<file path="src/gpio_ex_pkg.sv">
// Shared types, codes and pin masks for the GPIO port with edge interrupts.
package gpio_ex_pkg;

  localparam int unsigned PinCount = 16;

  localparam int unsigned AfLoPins = (PinCount > 8) ? 8 : PinCount;
  localparam int unsigned AfHiPins = (PinCount > 8) ? (PinCount - 8) : 0;

  localparam logic [15:0] PinMask  = 16'((64'd1 << PinCount) - 64'd1);
  localparam logic [31:0] PairMask = 32'((64'd1 << (2 * PinCount)) - 64'd1);
  localparam logic [31:0] AfLoMask = 32'((64'd1 << (4 * AfLoPins)) - 64'd1);
  localparam logic [31:0] AfHiMask = 32'((64'd1 << (4 * AfHiPins)) - 64'd1);

  localparam logic [1:0] ModeOutput = 2'b01;

  typedef enum logic [1:0] {
    CmdRead   = 2'd0,
    CmdWrite  = 2'd1,
    CmdSample = 2'd2,
    CmdNop    = 2'd3
  } cmd_e;

  typedef enum logic [3:0] {
    RegMode    = 4'd0,
    RegOtype   = 4'd1,
    RegSpeed   = 4'd2,
    RegPull    = 4'd3,
    RegIdr     = 4'd4,
    RegOdr     = 4'd5,
    RegAfl     = 4'd6,
    RegAfh     = 4'd7,
    RegRise    = 4'd8,
    RegFall    = 4'd9,
    RegMask    = 4'd10,
    RegPending = 4'd11
  } reg_e;

  typedef struct packed {
    logic [1:0]  command;
    logic [3:0]  reg_select;
    logic [31:0] write_data;
    logic [15:0] pin_levels;
  } item_t;

  typedef struct packed {
    logic [31:0] read_data;
    logic [15:0] pad_drive;
    logic [15:0] pad_enable;
    logic        irq;
  } result_t;

endpackage

</file>
<file path="src/gpio_port_with_edge_interrupts_core.sv">
// Top level of the 16-pin GPIO port with edge interrupts.
// Each transfer in is a register read, a register write or a pin sample, and gives
// exactly one transfer out carrying read data (zero unless a read), the pad drive
// levels, the pad output enables and the masked interrupt line, all as they stand
// after the item. The port takes one item per cycle while the output side is not
// stalled; a result passes through the input register and then the result
// register, with the register update done between them. A stall on the output
// side holds the result register and then the input register.
module gpio_port_with_edge_interrupts_core (
  input  logic        clk_i,
  input  logic        rst_ni,
  input  logic        in_valid_i,
  output logic        in_stall_o,
  input  logic [1:0]  command_i,
  input  logic [3:0]  reg_select_i,
  input  logic [31:0] write_data_i,
  input  logic [15:0] pin_levels_i,
  output logic        out_valid_o,
  input  logic        out_stall_i,
  output logic [31:0] read_data_o,
  output logic [15:0] pad_drive_o,
  output logic [15:0] pad_enable_o,
  output logic        irq_o
);

  logic                 in_valid_q;
  gpio_ex_pkg::item_t   item_q;
  logic                 out_valid_q;
  gpio_ex_pkg::result_t res_q;
  gpio_ex_pkg::result_t res_d;
  logic                 out_free;
  logic                 advance;
  logic                 in_xfer;

  assign out_free   = !out_valid_q || !out_stall_i;
  assign advance    = in_valid_q && out_free;
  assign in_stall_o = in_valid_q && !out_free;
  assign in_xfer    = in_valid_i && !in_stall_o;

  gpio_ex_regs u_regs (
    .clk_i    (clk_i),
    .rst_ni   (rst_ni),
    .exec_i   (advance),
    .item_i   (item_q),
    .result_o (res_d)
  );

  always_ff @(posedge clk_i or negedge rst_ni) begin
    if (!rst_ni) begin
      in_valid_q  <= 1'b0;
      out_valid_q <= 1'b0;
    end else begin
      if (!in_stall_o) in_valid_q <= in_valid_i;
      if (out_free) out_valid_q <= in_valid_q;
    end
  end

  always_ff @(posedge clk_i) begin
    if (in_xfer) begin
      item_q.command    <= command_i;
      item_q.reg_select <= reg_select_i;
      item_q.write_data <= write_data_i;
      item_q.pin_levels <= pin_levels_i;
    end
    if (advance) res_q <= res_d;
  end

  assign out_valid_o  = out_valid_q;
  assign read_data_o  = res_q.read_data;
  assign pad_drive_o  = res_q.pad_drive;
  assign pad_enable_o = res_q.pad_enable;
  assign irq_o        = res_q.irq;

endmodule

</file>
<file path="src/gpio_ex_regs.sv">
// Register file of the port: bus decode, edge detection and result views.
module gpio_ex_regs (
  input  logic                clk_i,
  input  logic                rst_ni,
  input  logic                exec_i,
  input  gpio_ex_pkg::item_t  item_i,
  output gpio_ex_pkg::result_t result_o
);

  logic [31:0] mode_q, mode_d;
  logic [15:0] otype_q, otype_d;
  logic [31:0] speed_q, speed_d;
  logic [31:0] pull_q, pull_d;
  logic [15:0] idr_q, idr_d;
  logic [15:0] odr_q, odr_d;
  logic [31:0] afl_q, afl_d;
  logic [31:0] afh_q, afh_d;
  logic [15:0] rise_q, rise_d;
  logic [15:0] fall_q, fall_d;
  logic [15:0] mask_q, mask_d;
  logic [15:0] pend_q, pend_d;

  gpio_ex_pkg::cmd_e cmd;
  gpio_ex_pkg::reg_e sel;
  logic [15:0] wr_half;
  logic [15:0] now_lv;
  logic [15:0] edges;
  logic [31:0] rd_data;
  logic [15:0] enables;

  assign cmd     = gpio_ex_pkg::cmd_e'(item_i.command);
  assign sel     = gpio_ex_pkg::reg_e'(item_i.reg_select);
  assign wr_half = item_i.write_data[15:0] & gpio_ex_pkg::PinMask;
  assign now_lv  = item_i.pin_levels & gpio_ex_pkg::PinMask;
  assign edges   = (now_lv & ~idr_q & rise_q) | (~now_lv & idr_q & fall_q);

  always_comb begin
    mode_d  = mode_q;
    otype_d = otype_q;
    speed_d = speed_q;
    pull_d  = pull_q;
    idr_d   = idr_q;
    odr_d   = odr_q;
    afl_d   = afl_q;
    afh_d   = afh_q;
    rise_d  = rise_q;
    fall_d  = fall_q;
    mask_d  = mask_q;
    pend_d  = pend_q;
    rd_data = '0;
    unique case (cmd)
      gpio_ex_pkg::CmdRead: begin
        unique case (sel)
          gpio_ex_pkg::RegMode:    rd_data = mode_q;
          gpio_ex_pkg::RegOtype:   rd_data = {16'd0, otype_q};
          gpio_ex_pkg::RegSpeed:   rd_data = speed_q;
          gpio_ex_pkg::RegPull:    rd_data = pull_q;
          gpio_ex_pkg::RegIdr:     rd_data = {16'd0, idr_q};
          gpio_ex_pkg::RegOdr:     rd_data = {16'd0, odr_q};
          gpio_ex_pkg::RegAfl:     rd_data = afl_q;
          gpio_ex_pkg::RegAfh:     rd_data = afh_q;
          gpio_ex_pkg::RegRise:    rd_data = {16'd0, rise_q};
          gpio_ex_pkg::RegFall:    rd_data = {16'd0, fall_q};
          gpio_ex_pkg::RegMask:    rd_data = {16'd0, mask_q};
          gpio_ex_pkg::RegPending: rd_data = {16'd0, pend_q};
          default:                 rd_data = '0;
        endcase
      end
      gpio_ex_pkg::CmdWrite: begin
        unique case (sel)
          gpio_ex_pkg::RegMode:    mode_d  = item_i.write_data & gpio_ex_pkg::PairMask;
          gpio_ex_pkg::RegOtype:   otype_d = wr_half;
          gpio_ex_pkg::RegSpeed:   speed_d = item_i.write_data & gpio_ex_pkg::PairMask;
          gpio_ex_pkg::RegPull:    pull_d  = item_i.write_data & gpio_ex_pkg::PairMask;
          gpio_ex_pkg::RegOdr:     odr_d   = wr_half;
          gpio_ex_pkg::RegAfl:     afl_d   = item_i.write_data & gpio_ex_pkg::AfLoMask;
          gpio_ex_pkg::RegAfh:     afh_d   = item_i.write_data & gpio_ex_pkg::AfHiMask;
          gpio_ex_pkg::RegRise:    rise_d  = wr_half;
          gpio_ex_pkg::RegFall:    fall_d  = wr_half;
          gpio_ex_pkg::RegMask:    mask_d  = wr_half;
          // write one to clear
          gpio_ex_pkg::RegPending: pend_d  = pend_q & ~wr_half;
          default: ;  // input data is read-only, unknown selects drop
        endcase
      end
      gpio_ex_pkg::CmdSample: begin
        idr_d  = now_lv;
        pend_d = pend_q | edges;
      end
      default: ;
    endcase
  end

  // Results show the state after the item.
  always_comb begin
    enables = '0;
    for (int unsigned i = 0; i < gpio_ex_pkg::PinCount; i++) begin
      enables[i] = (mode_d[2*i +: 2] == gpio_ex_pkg::ModeOutput);
    end
  end

  assign result_o.read_data  = rd_data;
  assign result_o.pad_drive  = odr_d;
  assign result_o.pad_enable = enables;
  assign result_o.irq        = |(pend_d & mask_d);

  always_ff @(posedge clk_i or negedge rst_ni) begin
    if (!rst_ni) begin
      mode_q  <= '0;
      otype_q <= '0;
      speed_q <= '0;
      pull_q  <= '0;
      idr_q   <= '0;
      odr_q   <= '0;
      afl_q   <= '0;
      afh_q   <= '0;
      rise_q  <= '0;
      fall_q  <= '0;
      mask_q  <= '0;
      pend_q  <= '0;
    end else if (exec_i) begin
      mode_q  <= mode_d;
      otype_q <= otype_d;
      speed_q <= speed_d;
      pull_q  <= pull_d;
      idr_q   <= idr_d;
      odr_q   <= odr_d;
      afl_q   <= afl_d;
      afh_q   <= afh_d;
      rise_q  <= rise_d;
      fall_q  <= fall_d;
      mask_q  <= mask_d;
      pend_q  <= pend_d;
    end
  end

endmodule

</file>
<file path="config.mk">
export PLATFORM = sky130hd
export DESIGN_NAME = gpio_port_with_edge_interrupts_core
export DESIGN_NICKNAME = d
export VERILOG_FILES = /design/src/gpio_ex_pkg.sv /design/src/gpio_port_with_edge_interrupts_core.sv /design/src/gpio_ex_regs.sv
export SDC_FILE = /design/constraint.sdc
export NUM_CORES = 1
export LEC_CHECK = 0
export BUFFER_PORTS_ARGS = -buffer_cell sky130_fd_sc_hd__buf_2
export CELL_PAD_IN_SITES_DETAIL_PLACEMENT = 0
export CELL_PAD_IN_SITES_GLOBAL_PLACEMENT = 1
export CORE_MARGIN = 3
export CORE_UTILIZATION = 54
export DETAILED_ROUTE_END_ITERATION = 10
export PLACE_DENSITY_LB_ADDON = 0.1
export SYNTH_ARGS = -nofsm -noshare
export SYNTH_HDL_FRONTEND = slang
export SYNTH_SLANG_ARGS = --single-unit
</file>
<file path="constraint.sdc">
create_clock -name clk_i -period 10.6 [get_ports clk_i]
set_clock_uncertainty 0.1 [all_clocks]
set_input_delay 1.06 -clock clk_i [delete_from_list [all_inputs] [get_ports clk_i]]
set_output_delay 1.06 -clock clk_i [all_outputs]
set_load 0.005 [all_outputs]
</file>
==> results of run 1 <==
==> Yosys cell counts (3+ instances only) <==
cell / instances / area share
sky130_fd_sc_hd__a2111oi_1: 4 / 0.0023
sky130_fd_sc_hd__a21o_1: 12 / 0.0053
sky130_fd_sc_hd__a21oi_1: 20 / 0.0059
sky130_fd_sc_hd__a221o_1: 12 / 0.0070
sky130_fd_sc_hd__a221oi_1: 40 / 0.020
sky130_fd_sc_hd__a222oi_1: 28 / 0.016
sky130_fd_sc_hd__a22o_1: 35 / 0.018
sky130_fd_sc_hd__a22oi_1: 32 / 0.014
sky130_fd_sc_hd__a2bb2oi_1: 4 / 0.0020
sky130_fd_sc_hd__a31oi_1: 16 / 0.0059
sky130_fd_sc_hd__and3_1: 4 / 0.0015
sky130_fd_sc_hd__buf_2: 35 / 0.010
sky130_fd_sc_hd__buf_4: 10 / 0.0044
sky130_fd_sc_hd__buf_6: 7 / 0.0046
sky130_fd_sc_hd__clkbuf_1: 40 / 0.0088
sky130_fd_sc_hd__dfrtp_1: 274 / 0.40
sky130_fd_sc_hd__edfxtp_1: 119 / 0.21
sky130_fd_sc_hd__ha_1: 3 / 0.0022
sky130_fd_sc_hd__inv_1: 31 / 0.0068
sky130_fd_sc_hd__mux2_1: 45 / 0.030
sky130_fd_sc_hd__mux2_2: 173 / 0.11
sky130_fd_sc_hd__mux2_4: 10 / 0.0088
sky130_fd_sc_hd__nand2_1: 95 / 0.021
sky130_fd_sc_hd__nand2_2: 5 / 0.0018
sky130_fd_sc_hd__nand2b_1: 10 / 0.0037
sky130_fd_sc_hd__nand3_1: 15 / 0.0044
sky130_fd_sc_hd__nand3b_1: 48 / 0.021
sky130_fd_sc_hd__nor4b_4: 3 / 0.0042
sky130_fd_sc_hd__o21ai_0: 73 / 0.021
sky130_fd_sc_hd__o21ai_1: 20 / 0.0059
sky130_fd_sc_hd__o31ai_1: 8 / 0.0035
==> registers in the layout, indices dropped and copies added (netlist names), 32 cells and up <==
signal          flops
item_q             54
read_data_o        32
u_regs.afh_q       32
u_regs.afl_q       32
u_regs.mode_q      32
u_regs.pull_q      32
u_regs.speed_q     32
==> power groups by stage <==
stage / Clock (mW) / Sequential [mW] / Combinational, mW
floorplan: 0 / 1.89 / 0.258
global placement: 0 / 1.94 / 0.361
detailed placement: 0 / 1.95 / 0.373
CTS: 1.39 / 1.92 / 0.376
global route: 1.46 / 1.95 / 0.412
finish: 1.37 / 1.92 / 0.372
==> layout make-up <==
cell class / instances / area (sq um) / area share
repair buffers: 146 / 808 / 0.0421
inverters: 33 / 126 / 0.00658
clock buffers: 74 / 1250 / 0.0652
multi-input cells: 733 / 6080 / 0.317
clock inverters: 3 / 17.5 / 0.000912
flip-flops and latches: 393 / 10400 / 0.543
well taps: 396 / 495 / 0.0258
==> per-layer routing <==
metal,routed length (microns),GRT usage,part of all wire,vias to the layer above
met5,0,0,0,-
met4,909,0.0695,0.020,0
met3,2970,0.0477,0.066,73
met2,20900,0.423,0.46,407
met1,20600,0.394,0.45,5888
li1,-,-,-,4972
==> final timing paths <==
path                                            to  cells past startpoint
worst max register to register  u_regs.speed_q[26]                      5
max in group asynchronous       u_regs.speed_q[26]                      2
worst min register to register     u_regs.afh_q[3]                      1
worst min-delay path               u_regs.afh_q[3]                      1
min in group asynchronous        u_regs.otype_q[8]                      1
worst max-delay path            u_regs.speed_q[26]                      5
==> layout by cell type, fill, tap and decap left out, types with 12 or more instances in the layout <==
cell type,n
sky130_fd_sc_hd__dfrtp_1,274
sky130_fd_sc_hd__mux2_2,173
sky130_fd_sc_hd__buf_2,123
sky130_fd_sc_hd__edfxtp_1,119
sky130_fd_sc_hd__nand2_1,94
sky130_fd_sc_hd__o21ai_0,73
sky130_fd_sc_hd__nand3b_1,48
sky130_fd_sc_hd__mux2_1,45
sky130_fd_sc_hd__clkbuf_16,43
sky130_fd_sc_hd__a221oi_1,40
sky130_fd_sc_hd__a22o_1,35
sky130_fd_sc_hd__a22oi_1,32
sky130_fd_sc_hd__inv_1,31
sky130_fd_sc_hd__a222oi_1,28
sky130_fd_sc_hd__clkbuf_1,25
sky130_fd_sc_hd__buf_4,21
sky130_fd_sc_hd__o21ai_1,20
sky130_fd_sc_hd__a21oi_1,20
sky130_fd_sc_hd__a31oi_1,16
sky130_fd_sc_hd__nand3_1,14
sky130_fd_sc_hd__a21o_1,12
sky130_fd_sc_hd__a221o_1,12
==> worst register-to-register path, cell delays in order (launching register included) <==
cell and delay, ns:
sky130_fd_sc_hd__edfxtp_1 0.89, sky130_fd_sc_hd__nor4b_4 0.33, sky130_fd_sc_hd__buf_4 0.54, sky130_fd_sc_hd__nand2_1 0.74, sky130_fd_sc_hd__buf_4 0.50, sky130_fd_sc_hd__mux2_2 0.34
==> per-stage QoR <==
step                      std cells  cell area (sq um)  hold slack [ns]  setup WS, ns
final                          1778              19200            0.390          7.03
after global routing           1778              19200            0.412          6.94
after CTS                      1778              19200            0.396          7.05
after detailed placement       1701              17900            0.383          6.78
after global placement         1701              17900            0.375          6.89
after floorplan                1253              17100            0.357          6.44
==> kinds of logic after synthesis <==
family | Yosys count
buffers and inverters | 127
AND/OR/NAND/NOR | 198
AO/OA/AOI/OAI | 304
adder cells (fa/ha/maj) | 3
flip-flops | 393
multiplexers | 228
==> results.md, run 1 <==
- In this run, CTS created clock tree buffers numbering 42.
- The number of design-rule violations left by the first detailed-router iteration is about 1000.
- The die covers roughly 34000 sq um.
- The pin count of the biggest net entering global routing is around 180.
- The number of buffers inserted for hold repair after clock tree synthesis is 0.
- The initial antenna violation count is 0.
- The power density over cell area is 191 nW/um^2.
- The setup-violating endpoint count in the final report is 0.
- The number of inserted diodes is 0.
- The required time reported for the critical path endpoint is 10.91 ns.
- TritonCTS built the clock tree.
- Dividing the detail-routed via count by the number of cells gives 6.38.
- For this configuration, the core starts out at a cell density of 0.553.
- The total of flip-flops plus latches after synthesis is about 390.
- Derived from the worst setup path, the maximum achievable clock frequency is 280 MHz.
- Summing every instance area after synthesis gives between 15000 and 20000 sq um.
- The total iterations of the first detailed-routing run is 9.
- Of the total power, registers draw 0.525.
- The mean instance size in the synthesized netlist is roughly 14 sq um.
- The predominant post-synthesis flop cell is sky130_fd_sc_hd__dfrtp_1.
- The count of flip-flops with a built-in enable after synthesis is between 100 and 150.
- The final setup TNS is 0 ns.
- The cell occurring most often along the worst timing path is sky130_fd_sc_hd__buf_4.
- The internal power component is 2.76 mW.
- The post-route core utilization is 0.622.
- The count of nets left with antenna violations once routing finished came out at 0.
- The filler cells instantiated in the layout total between 2000 and 2500.
- The count of buffers added on input and output ports is 124.
- The clock share of power is 0.373.
- The number of global-route vias before repair is 11500.
- The floorplan die height is 184 microns.
- For this design the static power due to leakage is about 8.3 nW.
- The post-CTS resize count is 0.
- The clock latency at the later pin of the worst-skew pair is 0.53 ns.
- The cell at the slowest stage of the critical path is sky130_fd_sc_hd__edfxtp_1.
- The share of power burned in combinational logic is 0.102.
- At the end of the flow, the number of nets in the layout was roughly 1400.
- The worst hold path belongs to the class flop to flop.
- Of the synthesized area, sequential elements account for 0.610.
- The switching power total is 0.906 mW.
- The final critical delay including setup and external delays is roughly 3.6 ns.
- In this run the standard cell core region covers ~31000 sq um.
- The multiplexer fraction of the synthesized cell area is 0.152.
- Setup repair after global routing left no endpoint under its margin.
- The first global-routing pass estimated just under 70 mm of wire.
- STA puts the critical path data arrival time at 3.88 ns.
- Along the worst path, the maximum fanout reaches 33.
- The signal on the critical path passes through nor4b_4, buf_4, nand2_1, buf_4, mux2_2.
- By area, the combinational part of the netlist is dominated by multiplexers.
- The number of sinks driven by the clock tree is 393.
- The gate count of the mapped netlist is roughly 1300.
- The delay of the slowest cell on the worst path is about 0.9 ns.
- The fraction of power spent switching nets is 0.247.
- The worst setup path is launched from a flop.
- The number of distinct library cells after synthesis is 48.
- The largest buffer count on any clock path is 3.
- The congestion estimate from routability-driven global placement came to between 0.7 and 0.8.
- The completed layout was analyzed and its total power is 3.66 mW.
- The critical path contains buffers and inverters numbering 2 combined.
- The synthesis warning total is 0.
- The horizontal extent of the die is ~180 microns.
- For this design the top-level I/O count stands at 125.
- The critical path in this run is classified as flop to flop.
- STA classifies the critical path endpoint as a flop.
- In this run the tightest slew margin relative to its limit is 0.211.
- The beginning of the worst register-to-register path is item_q[49].
- Clock-pin slew was measured on the worst setup and hold paths at 0.06 ns.
- The family with the most delay on the worst path is simple AND/OR/NAND/NOR gates.
- The post-CTS repair timing setup buffer count is 0.
- Of the total synthesized cell area, the portion taken by AND, OR, NAND and NOR gates is 0.0717.
- Counting flops with an async set or reset pin after synthesis yields a share of 0.697.
- The worst-case IR drop observed on VDD is 162 uV.
- The via total after detailed routing is around 11000.
- The slew of the pin with the lowest slew margin is around 1.2 ns.
- The clock root buffer is sky130_fd_sc_hd__clkbuf_16.
- The count of endpoints failing hold in the final timing report is 0.
- The worst hold path begins at u_regs.afh_q[3].
- Global routing finished with a remaining overflow of 0.
- Summed over all nets, the half-perimeter wirelength after detailed placement is approximately 25 mm.
- The final max-slew violation count is 0.
- Across all register-to-register paths, the minimum setup slack is approximately 7.0 ns.
- The number of nets handed over by synthesis was 1314.
- For this run, the total global-route usage over all layers was measured as 0.269.
- The area overhead of the layout relative to synthesis is 12.4%.
- The final wirelength is roughly 45 mm.
- The post-route clock period utilization is 0.336.
- The compound-cell area share of the yosys netlist was 0.128.
- The launching element of the worst setup path is item_q[49].
- The H-tree generated during clock tree synthesis spans 2 levels.
- Max-cap violations in this run came to 0.
- The run finished with clean final reports.
- Of the total synthesized cell area, the portion taken by full adders, half adders and majority gates is 0.00220.
- The total number of placement rows is 64.
- The routed wirelength normalized by instance count is ~25 microns.
- The count of unresolved DRC violations after routing is 0.
- Of the cells placed in the final design, the portion with a size suffix greater than 1 is 0.295.
- Of the total synthesized cell area, the portion taken by XOR and XNOR cells is 0.
Power figures use the tool's default switching activity.
==> inputs of run 2 (changes only) <==
--- a/config.mk
+++ b/config.mk
@@ -5,11 +5,12 @@
 export SDC_FILE = /design/constraint.sdc
 export NUM_CORES = 1
 export LEC_CHECK = 0
+export ABC_AREA = 1
 export BUFFER_PORTS_ARGS = -buffer_cell sky130_fd_sc_hd__buf_2
 export CELL_PAD_IN_SITES_DETAIL_PLACEMENT = 0
 export CELL_PAD_IN_SITES_GLOBAL_PLACEMENT = 1
 export CORE_MARGIN = 3
-export CORE_UTILIZATION = 54
+export CORE_UTILIZATION = 42
 export DETAILED_ROUTE_END_ITERATION = 10
 export PLACE_DENSITY_LB_ADDON = 0.1
 export SYNTH_ARGS = -nofsm -noshare
==> constraint.sdc (replaced) <==
create_clock -name clk_i -period 2.9 [get_ports clk_i]
set_clock_uncertainty 0.1 [all_clocks]
set_input_delay 0.29 -clock clk_i [delete_from_list [all_inputs] [get_ports clk_i]]
set_output_delay 0.29 -clock clk_i [all_outputs]
set_load 0.005 [all_outputs]
==> results.md, run 2 <==
- The flow ran to the end, and the final reports show no timing, DRC or antenna violations.
- From left edge to right edge, the die measures ~210 microns.
- The instance count after placement with tap cells included is around 2500.
- The number of inserted diodes is 0.
- The first global-routing pass estimated 82.2 mm of wire.
- For this block, the routed nets add up to roughly 54 mm of wire.
- Setup slack on the worst reg-to-reg path comes out at about 0.4 ns.
- Across the VDD grid, the largest voltage drop is between 400 and 500 uV.
- The reg-to-reg endpoint is read_data_o[7].
- The core box area is 40000 sq um.
- The type of the most critical hold path is primary input to async pin.
- The register with the most flip-flops in the layout has 54 of them.
- The final critical delay including setup and external delays is 2.51 ns.
- The register ranked first by flip-flop count is item_q.
- In this run the worst path has a maximum fanout of 19.
- The headroom to the max-slew limit is 0.246.
- The predominant post-synthesis flop cell is sky130_fd_sc_hd__dfrtp_1.
- The via density per instance is between 5 and 6.
- The slew of the pin with the lowest slew margin is 1.13 ns.
- The clock latency at the later pin of the worst-skew pair is 0.58 ns.
- The cell count after synthesis came out at between 1500 and 2000.
- The first detailed-routing pass ran for 6 iterations.
- The synthesis warning total is 0.
- The number of cell instances on the worst register-to-register path is 9.
- The share of the synthesized area in the top cell type is 0.401.
- Routability-driven placement finished with a final weighted congestion of 0.871.
- After clock tree synthesis, the clock-pin slew on the worst setup and hold paths is ~0.060 ns.
- The critical path arrival is 2.85 ns.
- The synthesized design contains about 120 enable-type register cells.
- The number of distinct library cells after synthesis is 26.
- The mapped netlist covers between 15000 and 20000 sq um.
- Dividing the detail-routed wire length by the instance count gives between 20 and 25 microns.
- The tree is rooted in a sky130_fd_sc_hd__clkbuf_16.
- The number of maximum-capacitance violations is 0.
- The post-route clock period utilization is 0.866.
- The largest buffer count on any clock path is 3.
- Counting the buffers created by CTS gives 45.
- The fraction of layout cells with a size suffix above 1 is 0.123.
- The count of endpoints failing hold in the final timing report is 0.
- At the end of the flow the core is filled with cells to 0.514.
- The number of port buffers is between 100 and 150.
- The number of global-route vias before repair was around 13000.
- The fraction of registers with async set or reset after synthesis is 0.697.
- STA classifies the critical path endpoint as a flop.
- Of the synthesized area, sequential elements account for 0.609.
- The final route contains around 14000 vias.
- The count of unresolved DRC violations after routing is 0.
- The detailed router finished its first iteration with between 1000 and 1500 violations.
- After synthesis, the cell types taking the most area are sky130_fd_sc_hd__dfrtp_1, sky130_fd_sc_hd__edfxtp_1, sky130_fd_sc_hd__nand2_1.
- The detail route stage leaves a number of antenna-violating nets equal to 0.
- By count the netlist is led by sky130_fd_sc_hd__nand2_1, sky130_fd_sc_hd__o21ai_0, sky130_fd_sc_hd__dfrtp_1, sky130_fd_sc_hd__inv_1, sky130_fd_sc_hd__edfxtp_1.
- The most area-hungry cell type in the Yosys netlist is sky130_fd_sc_hd__dfrtp_1.
- The final max-slew violation count is 0.
- Setup repair after global routing left no endpoint under its margin.
- Data on the critical path is required at its endpoint by approximately 3.2 ns.
- The count of non-filler cells in the finished layout is approximately 2600.
- Fill cells in the final layout number around 3800.
- For this run, the total global-route usage over all layers was measured as 0.250.
- The beginning of the worst register-to-register path is item_q[50].
- The synthesized net count is between 1500 and 2000.
- The total number of nets in the final design is approximately 2100.
- The total of flip-flops plus latches after synthesis is between 300 and 400.
- In this run the core area contains 73 standard-cell rows.
- The fmax is approximately 400 MHz.
- The number of sinks driven by the clock tree is between 300 and 400.
- CTS built an H-tree with a depth of 2.
- The initial antenna violation count came to 0.
- The power density over cell area is 781 nW/um^2.
- Setup violations remaining at the end of the flow were counted as 0.
- The critical path start-end classification is flop to flop.
- The starting density of the core is 0.428.
- TritonCTS built the clock tree.
- In this run the static leakage power is just over 9 nW.
- Once detailed placement completed, the half-perimeter wirelength came to roughly 36 mm.
- around 130 I/O pins were placed.
- The leading cell type in the layout, fill and taps excluded is sky130_fd_sc_hd__nand2_1.
- After global routing the overflow that remains totals 0.
- The critical path startpoint category is a flop.
- Leaving out fill and tap cells, the most frequent cells in the layout are sky130_fd_sc_hd__nand2_1, sky130_fd_sc_hd__o21ai_0, sky130_fd_sc_hd__dfrtp_1.
- The floorplan die height is between 200 and 250 microns.
- Yosys instantiated no cell more often than sky130_fd_sc_hd__nand2_1.
- Entering global routing, the biggest net connects 182 pins.
- From synthesis to final layout, the design area changed by 20.2%.
- The final setup TNS is 0 ns.
- The mean instance size in the synthesized netlist is just over 9 sq um.
- The die covers approximately 43000 sq um.
## run 2: changes by cell type after synthesis, moves of 48 or more
cell / change
sky130_fd_sc_hd__inv_1: +142
sky130_fd_sc_hd__mux2_2: -173
sky130_fd_sc_hd__nand2_1: +456
sky130_fd_sc_hd__nand3_1: +66
sky130_fd_sc_hd__nand3b_1: -48
sky130_fd_sc_hd__nor2_1: +101
sky130_fd_sc_hd__o21ai_0: +270
## run 2: metrics by stage
| stage | power, mW | worst slack [ns] | hold slack, ns | instance area [sq um] |
|---|---|---|---|---|
| 2_1_floorplan | 9.13 | 0.475 | -0.106 | 17100 |
| 3_3_place_gp | 10.2 | 0.498 | 0.125 | 18500 |
| 3_5_place_dp | 10.3 | 0.483 | 0.124 | 18500 |
| 4_1_cts | 16.2 | 0.438 | 0.108 | 20600 |
| 5_1_grt | 17.0 | 0.261 | 0.154 | 20600 |
| 6_report | 16.1 | 0.388 | 0.126 | 20600 |
## run 2: area by class of cell
class / count / area [sq um] / share of cell area
Clock buffer: 73 / 1390 / 0.0674
Clock inverter: 11 / 134 / 0.00651
Inverter: 181 / 679 / 0.0330
Multi-Input combinational cell: 1222 / 5630 / 0.274
Sequential cell: 393 / 10400 / 0.507
Tap cell: 525 / 657 / 0.0319
Timing Repair Buffer: 228 / 1650 / 0.0804
## run 2: how the worst max path moves through the flow
stage	startpoint	end	slack, ns	cells past startpoint
after CTS	item_q[50]	read_data_o[7]	0.44	9
after global routing	item_q[50]	irq_o	0.26	10
after floorplan	out_valid_o	irq_o	0.47	5
final	item_q[50]	read_data_o[7]	0.39	9
after detailed placement	item_q[50]	read_data_o[2]	0.48	7
after global placement	item_q[50]	read_data_o[7]	0.50	9
## run 2: power by group
part / total (mW) / leakage, nW / internal [mW] / switching [mW]
clock: 5.82 / 0.749 / 3.53 / 2.29
sequential: 7.57 / 4.79 / 6.91 / 0.652
combinational: 2.69 / 3.78 / 0.946 / 1.74
total: 16.1 / 9.33 / 11.4 / 4.68
## run 2: timing repair
item | 4_1_cts | 5_1_grt
endpoints found under the hold margin | 296 | 0
resized for setup | 0 | 0
buffers inserted | 0 | 0
hold buffers | 57 | 0
## run 2: worst max-delay path, cell delays in order, from the launching register on
cell and delay [ns]:
sky130_fd_sc_hd__edfxtp_1 0.44, sky130_fd_sc_hd__nor2_2 0.45, sky130_fd_sc_hd__nand2_2 0.42, sky130_fd_sc_hd__o21ai_0 0.37, sky130_fd_sc_hd__buf_4 0.20, sky130_fd_sc_hd__a211oi_1 0.05, sky130_fd_sc_hd__buf_4 0.15, sky130_fd_sc_hd__nand3_1 0.06
sky130_fd_sc_hd__nand2_1 0.06, sky130_fd_sc_hd__inv_1 0.07
## run 2: logic make-up (layout without fill, tap and decap cells)
family                     Yosys count  after routing  synth area share
and+or+nand+nor                    747            747             0.172
adders and majority gates            3              3           0.00219
DFF                                393            393             0.609
AOI/OAI and AO/OA                  472            472             0.154
buffers and inverters              276            493            0.0623
## run 2: metal layers
metal	vias to the layer above	share of wire	global-route usage	routed length, microns
met5	-	0	0	0
met4	0	0.026	0.0758	1420
met3	77	0.070	0.0574	3800
met2	433	0.43	0.366	23400
met1	6748	0.47	0.371	25600
li1	6623	-	-	-
